`config.mk`:
```
export PLATFORM = sky130hd
export DESIGN_NAME = min_heap_priority_queue
export DESIGN_NICKNAME = d
export VERILOG_FILES = /design/src/hdl/mhpq_pkg.sv /design/src/hdl/min_heap_priority_queue.sv /design/src/hdl/mhpq_ram.sv /design/src/hdl/mhpq_dp.sv /design/src/hdl/mhpq_ctrl.sv
export SDC_FILE = /design/constraint.sdc
export NUM_CORES = 2
export LEC_CHECK = 0
export CAP_MARGIN = 10
export CORE_MARGIN = 1
export CORE_UTILIZATION = 55
export DETAILED_ROUTE_END_ITERATION = 6
export DONT_BUFFER_PORTS = 1
export HOLD_SLACK_MARGIN = 0.06
export PLACE_DENSITY = 0.81
export SLEW_MARGIN = 20
export SYNTH_ARGS = -nofsm -noshare
export SYNTH_HDL_FRONTEND = slang
export SYNTH_HIERARCHICAL = 1
export SYNTH_SLANG_ARGS = --single-unit
```
`constraint.sdc`:
```
create_clock -name clk -period 10.25 [get_ports clk]
set_input_delay 1.025 -clock clk [delete_from_list [all_inputs] [get_ports clk]]
set_output_delay 1.025 -clock clk [all_outputs]
set_load 0.05 [all_outputs]
```
`src/hdl/mhpq_pkg.sv`:
```
package mhpq_pkg;

  localparam int KEY_W       = 32;
  localparam int OUT_CNT_W   = 7;
  localparam int DEF_CAPACITY = 64;

  typedef enum logic {
    FUNC_INSERT = 1'b0,
    FUNC_DELETE = 1'b1
  } func_t;

  typedef enum logic [1:0] {
    STAT_OK    = 2'd0,
    STAT_FULL  = 2'd1,
    STAT_EMPTY = 2'd2
  } status_t;

  typedef struct packed {
    func_t                    func;
    logic signed [KEY_W-1:0]  key_value;
  } in_word_t;

  typedef struct packed {
    status_t                  status;
    logic signed [KEY_W-1:0]  removed_value;
    logic signed [KEY_W-1:0]  min_value;
    logic [OUT_CNT_W-1:0]     entry_count;
    logic                     is_empty;
  } out_word_t;

  typedef enum logic [3:0] {
    S_IDLE,
    S_DISPATCH,
    S_INS_CHK,
    S_INS_CMP,
    S_DEL_LD,
    S_DN_RD,
    S_DN_CMP,
    S_ROOT_RD,
    S_OUT
  } state_t;

  typedef enum logic [3:0] {
    OP_NONE,
    OP_LOAD,
    OP_REJ_FULL,
    OP_REJ_EMPTY,
    OP_INS_BEGIN,
    OP_INS_RD,
    OP_INS_MOVE,
    OP_INS_PUT,
    OP_DEL_RD,
    OP_DEL_LD,
    OP_DN_RD,
    OP_DN_MOVE,
    OP_DN_PUT,
    OP_OUT
  } dp_op_t;

  typedef struct packed {
    dp_op_t op;
  } ctl_cmd_t;

  typedef struct packed {
    logic func_del;
    logic full;
    logic empty;
    logic pos_zero;
    logic up_go;
    logic dn_go;
    logic out_free;
  } dp_stat_t;

endpackage

```
`src/hdl/min_heap_priority_queue.sv`:
```
// Binary min-heap priority queue, up to CAPACITY signed 32-bit keys.
//
// Input channel (in_valid / in_stall / in_word): each word is an insert of
// key_value (func = insert) or a delete-minimum (func = delete). The word is
// taken on a clock edge with in_valid high and in_stall low. One word is
// worked at a time; in_stall is high from acceptance until its result loads.
//
// Result channel (out_valid / out_stall / out_word): exactly one word per
// input word: status, removed minimum, new root (-1 when empty), entry count
// and empty flag. The result sits in an output register, so a stalled result
// does not block the next input word; only the following result waits.
//
// An insert climbs its key level by level toward the root; a delete moves
// the last entry to the root and sinks it level by level, skipping the sink
// when the last entry leaves; a rejected word goes straight to the result. A
// level is a registered RAM read plus a compare-and-write step. The next word
// can be taken in the cycle after out_valid rises.
//
// Reset (rst_n low, synchronous) empties the heap and drops any pending
// result; the RAM contents are not cleared.
module min_heap_priority_queue #(
  parameter int CAPACITY = mhpq_pkg::DEF_CAPACITY
) (
  input  logic                clk,
  input  logic                rst_n,
  input  logic                in_valid,
  output logic                in_stall,
  input  mhpq_pkg::in_word_t  in_word,
  output logic                out_valid,
  input  logic                out_stall,
  output mhpq_pkg::out_word_t out_word
);

  import mhpq_pkg::*;

  // controller <-> datapath
  ctl_cmd_t cmd;
  dp_stat_t stat;

  // sequencer: walks sift-up / sift-down one level at a time
  mhpq_ctrl u_ctrl (
    .clk      (clk),
    .rst_n    (rst_n),
    .in_valid (in_valid),
    .in_stall (in_stall),
    .stat     (stat),
    .cmd      (cmd)
  );

  // heap RAM, count, hole position and result register
  mhpq_dp #(
    .CAPACITY (CAPACITY)
  ) u_dp (
    .clk       (clk),
    .rst_n     (rst_n),
    .cmd       (cmd),
    .stat      (stat),
    .in_word   (in_word),
    .out_valid (out_valid),
    .out_stall (out_stall),
    .out_word  (out_word)
  );

endmodule

```
`src/hdl/mhpq_ram.sv`:
```
module mhpq_ram #(
  parameter int WIDTH = 32,
  parameter int DEPTH = 64
) (
  input  logic                     clk,
  input  logic                     we,
  input  logic [$clog2(DEPTH)-1:0] waddr,
  input  logic [WIDTH-1:0]         wdata,
  input  logic [$clog2(DEPTH)-1:0] raddr_a,
  input  logic [$clog2(DEPTH)-1:0] raddr_b,
  output logic [WIDTH-1:0]         rdata_a,
  output logic [WIDTH-1:0]         rdata_b
);

  logic [WIDTH-1:0] mem [DEPTH];
  logic [WIDTH-1:0] rd_a_r;
  logic [WIDTH-1:0] rd_b_r;

  always_ff @(posedge clk) begin
    if (we) begin
      mem[waddr] <= wdata;
    end
    rd_a_r <= mem[raddr_a];
    rd_b_r <= mem[raddr_b];
  end

  assign rdata_a = rd_a_r;
  assign rdata_b = rd_b_r;

endmodule

```
`src/hdl/mhpq_dp.sv`:
```
module mhpq_dp #(
  parameter int CAPACITY = mhpq_pkg::DEF_CAPACITY
) (
  input  logic                clk,
  input  logic                rst_n,
  input  mhpq_pkg::ctl_cmd_t  cmd,
  output mhpq_pkg::dp_stat_t  stat,
  input  mhpq_pkg::in_word_t  in_word,
  output logic                out_valid,
  input  logic                out_stall,
  output mhpq_pkg::out_word_t out_word
);

  import mhpq_pkg::*;

  localparam int AW = $clog2(CAPACITY);
  localparam int CW = $clog2(CAPACITY + 1);
  localparam int IW = AW + 2;
  localparam logic [CW-1:0] CAP_CNT = CW'(CAPACITY);

  func_t            func_r,    func_nxt;
  logic [KEY_W-1:0] key_r,     key_nxt;
  logic [KEY_W-1:0] removed_r, removed_nxt;
  status_t          status_r,  status_nxt;
  logic [CW-1:0]    count_r,   count_nxt;
  logic [AW-1:0]    pos_r,     pos_nxt;
  logic             out_valid_r, out_valid_nxt;
  out_word_t        out_word_r,  out_word_nxt;

  logic             we;
  logic [AW-1:0]    waddr;
  logic [KEY_W-1:0] wdata;
  logic [AW-1:0]    raddr_a;
  logic [AW-1:0]    raddr_b;
  logic [KEY_W-1:0] rd_a;
  logic [KEY_W-1:0] rd_b;

  logic [IW-1:0]    li;
  logic [IW-1:0]    ri;
  logic [IW-1:0]    cnt_i;
  logic [AW-1:0]    parent;
  logic [KEY_W-1:0] best_val;
  logic             l_win;
  logic             r_win;
  logic             up_go;
  logic             out_free;

  mhpq_ram #(
    .WIDTH (KEY_W),
    .DEPTH (CAPACITY)
  ) u_ram (
    .clk     (clk),
    .we      (we),
    .waddr   (waddr),
    .wdata   (wdata),
    .raddr_a (raddr_a),
    .raddr_b (raddr_b),
    .rdata_a (rd_a),
    .rdata_b (rd_b)
  );

  // child / parent indexes and compares
  assign li       = IW'({pos_r, 1'b0}) + IW'(1);
  assign ri       = li + IW'(1);
  assign cnt_i    = IW'(count_r);
  assign parent   = (pos_r - AW'(1)) >> 1;
  assign l_win    = (li < cnt_i) && ($signed(rd_a) < $signed(key_r));
  assign best_val = l_win ? rd_a : key_r;
  assign r_win    = (ri < cnt_i) && ($signed(rd_b) < $signed(best_val));
  assign up_go    = $signed(key_r) < $signed(rd_a);
  assign out_free = !out_valid_r || !out_stall;

  assign stat.func_del = (func_r == FUNC_DELETE);
  assign stat.full     = (count_r == CAP_CNT);
  assign stat.empty    = (count_r == '0);
  assign stat.pos_zero = (pos_r == '0);
  assign stat.up_go    = up_go;
  assign stat.dn_go    = l_win || r_win;
  assign stat.out_free = out_free;

  always_comb begin
    func_nxt      = func_r;
    key_nxt       = key_r;
    removed_nxt   = removed_r;
    status_nxt    = status_r;
    count_nxt     = count_r;
    pos_nxt       = pos_r;
    out_valid_nxt = out_valid_r && out_stall;
    out_word_nxt  = out_word_r;
    we            = 1'b0;
    waddr         = pos_r;
    wdata         = key_r;
    raddr_a       = '0;
    raddr_b       = '0;
    case (cmd.op)
      OP_LOAD: begin
        func_nxt    = in_word.func;
        key_nxt     = in_word.key_value;
        removed_nxt = '0;
        status_nxt  = STAT_OK;
      end
      OP_REJ_FULL: begin
        status_nxt = STAT_FULL;
      end
      OP_REJ_EMPTY: begin
        status_nxt = STAT_EMPTY;
      end
      OP_INS_BEGIN: begin
        pos_nxt   = AW'(count_r);
        count_nxt = count_r + CW'(1);
      end
      OP_INS_RD: begin
        raddr_a = parent;
      end
      OP_INS_MOVE: begin
        we      = 1'b1;
        wdata   = rd_a;
        pos_nxt = parent;
      end
      OP_INS_PUT, OP_DN_PUT: begin
        we = 1'b1;
      end
      OP_DEL_RD: begin
        raddr_b   = AW'(count_r - CW'(1));
        count_nxt = count_r - CW'(1);
      end
      OP_DEL_LD: begin
        removed_nxt = rd_a;
        key_nxt     = rd_b;
        pos_nxt     = '0;
      end
      OP_DN_RD: begin
        raddr_a = li[AW-1:0];
        raddr_b = ri[AW-1:0];
      end
      OP_DN_MOVE: begin
        we      = 1'b1;
        wdata   = r_win ? rd_b : rd_a;
        pos_nxt = r_win ? ri[AW-1:0] : li[AW-1:0];
      end
      OP_OUT: begin
        out_valid_nxt              = 1'b1;
        out_word_nxt.status        = status_r;
        out_word_nxt.removed_value = removed_r;
        out_word_nxt.min_value     = (count_r == '0) ? '1 : rd_a;
        out_word_nxt.entry_count   = OUT_CNT_W'(count_r);
        out_word_nxt.is_empty      = (count_r == '0);
      end
      default: begin
      end
    endcase
  end

  always_ff @(posedge clk) begin
    if (!rst_n) begin
      count_r     <= '0;
      out_valid_r <= 1'b0;
    end else begin
      count_r     <= count_nxt;
      out_valid_r <= out_valid_nxt;
    end
    func_r     <= func_nxt;
    key_r      <= key_nxt;
    removed_r  <= removed_nxt;
    status_r   <= status_nxt;
    pos_r      <= pos_nxt;
    out_word_r <= out_word_nxt;
  end

  assign out_valid = out_valid_r;
  assign out_word  = out_word_r;

  a_count_bound: assert property (@(posedge clk) disable iff (!rst_n)
    count_r <= CAP_CNT)
    else $error("entry count above capacity");

  a_write_in_heap: assert property (@(posedge clk) disable iff (!rst_n)
    we |-> (CW'(pos_r) < count_r))
    else $error("heap write outside filled region");

  a_count_step: assert property (@(posedge clk) disable iff (!rst_n)
    (cmd.op != OP_INS_BEGIN && cmd.op != OP_DEL_RD) |=> $stable(count_r))
    else $error("entry count changed outside insert/delete start");

endmodule

```
`src/hdl/mhpq_ctrl.sv`:
```
module mhpq_ctrl (
  input  logic               clk,
  input  logic               rst_n,
  input  logic               in_valid,
  output logic               in_stall,
  input  mhpq_pkg::dp_stat_t stat,
  output mhpq_pkg::ctl_cmd_t cmd
);

  import mhpq_pkg::*;

  state_t state_r, state_nxt;

  always_comb begin
    state_nxt = state_r;
    case (state_r)
      S_IDLE: begin
        if (in_valid) state_nxt = S_DISPATCH;
      end
      S_DISPATCH: begin
        if (stat.func_del) begin
          state_nxt = stat.empty ? S_ROOT_RD : S_DEL_LD;
        end else begin
          state_nxt = stat.full ? S_ROOT_RD : S_INS_CHK;
        end
      end
      S_INS_CHK: state_nxt = stat.pos_zero ? S_ROOT_RD : S_INS_CMP;
      S_INS_CMP: state_nxt = stat.up_go ? S_INS_CHK : S_ROOT_RD;
      S_DEL_LD:  state_nxt = stat.empty ? S_ROOT_RD : S_DN_RD;
      S_DN_RD:   state_nxt = S_DN_CMP;
      S_DN_CMP:  state_nxt = stat.dn_go ? S_DN_RD : S_ROOT_RD;
      S_ROOT_RD: state_nxt = S_OUT;
      S_OUT: begin
        if (stat.out_free) state_nxt = S_IDLE;
      end
      default:   state_nxt = S_IDLE;
    endcase
  end

  always_comb begin
    cmd.op   = OP_NONE;
    in_stall = (state_r != S_IDLE);
    case (state_r)
      S_IDLE: begin
        if (in_valid) cmd.op = OP_LOAD;
      end
      S_DISPATCH: begin
        if (stat.func_del) begin
          cmd.op = stat.empty ? OP_REJ_EMPTY : OP_DEL_RD;
        end else begin
          cmd.op = stat.full ? OP_REJ_FULL : OP_INS_BEGIN;
        end
      end
      S_INS_CHK: cmd.op = stat.pos_zero ? OP_INS_PUT : OP_INS_RD;
      S_INS_CMP: cmd.op = stat.up_go ? OP_INS_MOVE : OP_INS_PUT;
      S_DEL_LD:  cmd.op = OP_DEL_LD;
      S_DN_RD:   cmd.op = OP_DN_RD;
      S_DN_CMP:  cmd.op = stat.dn_go ? OP_DN_MOVE : OP_DN_PUT;
      S_OUT: begin
        if (stat.out_free) cmd.op = OP_OUT;
      end
      default:   cmd.op = OP_NONE;
    endcase
  end

  always_ff @(posedge clk) begin
    if (!rst_n) begin
      state_r <= S_IDLE;
    end else begin
      state_r <= state_nxt;
    end
  end

  a_out_to_idle: assert property (@(posedge clk) disable iff (!rst_n)
    (cmd.op == OP_OUT) |=> (state_r == S_IDLE))
    else $error("result load did not return to idle");

  a_accept_dispatch: assert property (@(posedge clk) disable iff (!rst_n)
    (in_valid && !in_stall) |=> (state_r == S_DISPATCH))
    else $error("accepted word not dispatched");

endmodule
```
==> impl_results.md <==
* Synthesized area divided by synthesized cell count at 19.77 sq um
* Initial antenna violation count at 28
* Final clock skew at roughly 0.044 ns
* Required time of the critical path at between 10 and 15 ns
* Launching element of the worst setup path: u_dp/u_ram/rdata_a[9]
* Count of port buffers added during placement at 0
* Power density over the cells at 331.6 nW/um^2
* Post-layout worst setup margin at 0.5433 ns
* Hold violation total from the final report at 0
* Overall via count from detail_route at 62.44k
* Outcome: completed
* Post-Route Utilization at 62.16%
* Number of detailed-routing iterations run before antenna repair at 6
* Overflow left after global routing at 0
* Post-detail-place hpwl at just under 200,000 um
* Final setup fails at 0
* CTS buffer count at 214
* Period minus WS final at 9.707 ns
* Share of power burned in combinational logic at between 40% and 50%
* GRT Total Usage at 33.93%
* Routability congestion estimate at roughly 0.96
* Root Driver: sky130_fd_sc_hd__clkbuf_16
* Maximum count of clock buffers along a single path at 3
* Vias in the first global route at around 63k
* Relative contribution of the clock network to total power at 21.4%
* FF-to-FF Start: u_dp/u_ram/rdata_a[9]
* Most area-consuming cells after synthesis: sky130_fd_sc_hd__edfxtp_1 63%, sky130_fd_sc_hd__mux4_2 24%, sky130_fd_sc_hd__mux2i_1 2.3%
* Storage element area at between 60,000 and 70,000 sq um
* Simple-Gate Fraction of Synth Area at about 2.2%
* Cell type with the highest aggregate area in the netlist: sky130_fd_sc_hd__edfxtp_1
* # fillers at between 10k and 15k
* Multi-input gate area in the final layout at 36,660 sq um
* Total standard cell area after synthesis at roughly 110,000 sq um
* Wire length of the first global-routing pass at 461,300 um
* Wire length per cell at approximately 40 um
* Cts hold-fix bufs at 0
* Library cell with the highest instance count after synthesis: sky130_fd_sc_hd__edfxtp_1
* Period Utilization, post-route at ~95%
* Most common flop cell mapped by yosys: sky130_fd_sc_hd__edfxtp_1
* CTS clk-pin slew, worst paths at roughly 0.07 ns
* Min-delay src: in_word[32]
* Initial detailed-routing violation count at between 10k and 15k
* Post-synthesis mux area share at a little over a quarter
* Timing-limited maximum frequency at between 100 and 150 MHz
* Post-synth top area share at between 60% and 70%
* Number of rows created at floorplan at 160
* Type of element capturing the critical path: register
* Synthesized instance count at ~5.3k
* Final count of pins violating max slew at 0
* Placement-stage worst setup slack at 0.2824 ns
* Placeable core region at 190,200 sq um
* Signed area change from the synthesized netlist to the final layout at 12.28%
* Count of flip-flops with a built-in enable after synthesis at about 2.2k
* Total Negative Setup Slacks at 0 ns
* Worst reg2reg setup slack at 0.54 ns
* Initial cell density of the core at a little under three fifths
* WP data arrival at 10.43 ns
* Share of synthesized cell area in full adder, half adder and majority cells at less than 1%
* Synthesis Warnings at 6
* Sequential area share after synthesis at ~64%
* Share of total power in sequential cells at 34.1%
* Maximum number of pins on one net before global-route repair at 81
* Largest incremental delay on the critical path at between 0.6 and 0.7 ns
* Critical-path maximum fanout at 75
* Detail Route Antenna Nets at 0
* Ratio of routed vias to standard cells at 7.637
* Unrepaired setup endpoints after global routing: false
* Clock latency at the later pin of the worst-skew pair at 0.91 ns
* Cell internal pwr at ~24 mW
* Worst Max-Slew Pin Slew at roughly 1.2 ns
* Synthesized-area fraction occupied by xor and xnor cells at 0.1497%
* Length in cells of the worst reg-to-reg path at 32
* Post-synth top cells: 2,195 x sky130_fd_sc_hd__edfxtp_1, 1,124 x sky130_fd_sc_hd__mux4_2, 241 x sky130_fd_sc_hd__mux2i_1
* Count of unresolved DRC violations after routing at 0
* Tightest slew margin relative to the limit at between 15 and 20%
* Hold path cells at 0
* TritonCTS Sinks at around 2.3k
* Kind of start point of the critical path: register
* Die Ht at around 440 um
* Tightest Hold Check Type: in2reg
* # Max-Cap Violations at 0
* Die extent in x at between 400 and 500 um
* Cell with the most instances on the worst path: sky130_fd_sc_hd__nand2_1
* Asr flop ratio synth at 0%
* Main combinational cell family by area after synthesis: multiplexers
* Slowest cell on crit path: sky130_fd_sc_hd__mux4_2
* Setup Crit Path Kind: reg2reg
* H-tree depth at 4
* Largest voltage drop on the vdd net at about 0.30 mV
* Power dissipated by switching net loads at between 10 and 15 mW
* Total wire length after detailed routing at about 330,000 um
* End of the worst hold path: u_dp/func_r
* Net count, final at 5,573
* Number of distinct library cells after synthesis at 70
* Clock tree from TritonCTS: built
* Area enclosed by the die boundary at approximately 190,000 sq um
* End of the worst register-to-register path: u_dp/u_ram/rdata_b[24]
* Proportion of layout cells with a drive suffix above 1 at between 30% and 40%
* Net switching share of the total power at 38.24%
* Synth Register Bits at 2,271
* # IOs at roughly 110
* Compound-gate portion of the synthesized area at under 10%
* Leakage power at about 36 nW
* Net count of the mapped netlist at between 5k and 6k
-- critical path, delay by kind of cell, from the launching register on --
kind                     cells  cell delay, ns
adder cells (fa/ha/maj)      2            0.64
multiplexers                 2            1.15
flip-flops                   1            0.49
AO/OA/AOI/OAI               13            2.64
AND/OR/NAND/NOR             11            3.34
buffers and inverters        4            1.10
-- flip-flops by register name, summed over array words and instances, names as in the netlist --
signal	flops
u_ctrl/state_r	4
u_dp/count_r	7
u_dp/func_r	1
u_dp/key_r	32
u_dp/out_valid	1
u_dp/out_word	74
u_dp/pos_r	6
u_dp/removed_r	32
u_dp/status_r	2
u_dp/u_ram/mem	2048
u_dp/u_ram/rdata_a	32
u_dp/u_ram/rdata_b	32
-- cells in the final DEF (no fill, tap or decap), types with 12 or more instances in the layout --
cell	netlist	final
sky130_fd_sc_hd__mux2i_1	241	241
sky130_fd_sc_hd__diode_2	0	16
sky130_fd_sc_hd__edfxtp_1	2195	2195
sky130_fd_sc_hd__clkinv_1	0	29
sky130_fd_sc_hd__a21oi_1	124	123
sky130_fd_sc_hd__clkinv_2	0	42
sky130_fd_sc_hd__nor3_1	51	49
sky130_fd_sc_hd__o21ai_4	0	37
sky130_fd_sc_hd__buf_4	58	233
sky130_fd_sc_hd__a22oi_1	119	119
sky130_fd_sc_hd__o22ai_1	59	56
sky130_fd_sc_hd__o221ai_1	18	18
sky130_fd_sc_hd__nor2b_1	27	24
sky130_fd_sc_hd__dfxtp_1	76	76
sky130_fd_sc_hd__inv_1	53	53
sky130_fd_sc_hd__and2_1	13	12
sky130_fd_sc_hd__ha_1	80	80
sky130_fd_sc_hd__nand3_1	24	23
sky130_fd_sc_hd__nand2_1	166	165
sky130_fd_sc_hd__mux4_2	1124	1124
sky130_fd_sc_hd__a221oi_1	14	14
sky130_fd_sc_hd__clkbuf_16	0	216
sky130_fd_sc_hd__nor2_1	158	89
sky130_fd_sc_hd__nor2_4	0	67
sky130_fd_sc_hd__nand2b_1	15	14
sky130_fd_sc_hd__buf_12	3	77
sky130_fd_sc_hd__clkbuf_1	174	43
sky130_fd_sc_hd__o21ai_0	48	35
sky130_fd_sc_hd__bufinv_16	0	33
sky130_fd_sc_hd__mux2_2	68	68
sky130_fd_sc_hd__a211oi_1	18	18
sky130_fd_sc_hd__nand4_1	14	14
sky130_fd_sc_hd__o21ai_1	58	34
sky130_fd_sc_hd__o211ai_1	31	31
sky130_fd_sc_hd__xnor2_1	13	13
-- per-layer routing --
layer / share of wire, % / up-vias / GRT usage (%)
met5: 0.037 / - / 0
met4: 6.6 / 18 / 18.17
met3: 16 / 1308 / 11.89
met2: 46 / 6181 / 51.37
met1: 31 / 31730 / 43.30
li1: - / 23200 / -
-- per-stage QoR --
stage                     hold slack (ns)  instances  total power [mW]  instance area, sq um
after floorplan                    0.4003       5326             24.36                105300
after global placement             0.4008       7741             29.78                110600
after detailed placement           0.4045       7741             30.15                110600
after CTS                          0.1913       8149             38.58                118000
after global routing               0.2068       8163             40.07                118200
final                              0.2306       8175             39.20                118200
-- worst max-delay path by stage --
stage,cells past startpoint,endpoint
2_1_floorplan,31,u_dp/out_word[0]
3_3_place_gp,32,u_dp/u_ram/rdata_b[1]
3_5_place_dp,33,u_dp/u_ram/rdata_b[24]
4_1_cts,33,u_dp/u_ram/rdata_b[24]
5_1_grt,32,u_dp/u_ram/rdata_b[24]
6_report,32,u_dp/u_ram/rdata_b[24]
-- layout make-up --
type	count	area share, %
Sequential cell	2271	57.04
Multi-Input combinational cell	2601	31.01
Clock buffer	266	4.790
Timing Repair Buffer	314	2.829
Tap cell	2511	2.658
Clock inverter	142	1.466
Inverter	54	0.1715
Antenna cell	16	0.03387
-- repair_timing --
action / CTS / global route
resized for setup: 0 / 5
setup endpoints to repair: 0 / 17
buffers inserted: 0 / 7
-- kinds of logic after synthesis --
| logic type | count (synthesis) |
|---|---|
| DFF | 2271 |
| muxes | 1433 |
| AOI/OAI and AO/OA | 559 |
| and+or+nand+nor | 511 |
| buffers and inverters | 454 |
| adders and majority gates | 80 |
| xor gates and xnor gates | 18 |
-- power by group through the flow --
stage          registers, mW  clock network, mW  logic, mW
4_1_cts                 13.3               8.41       16.9
3_3_place_gp            13.5                  0       16.3
5_1_grt                 13.4               8.73       18.0
6_report                13.4               8.40       17.4
2_1_floorplan           13.4                  0       11.0
3_5_place_dp            13.5                  0       16.7
No activity file was read; power rests on OpenSTA's default activity.
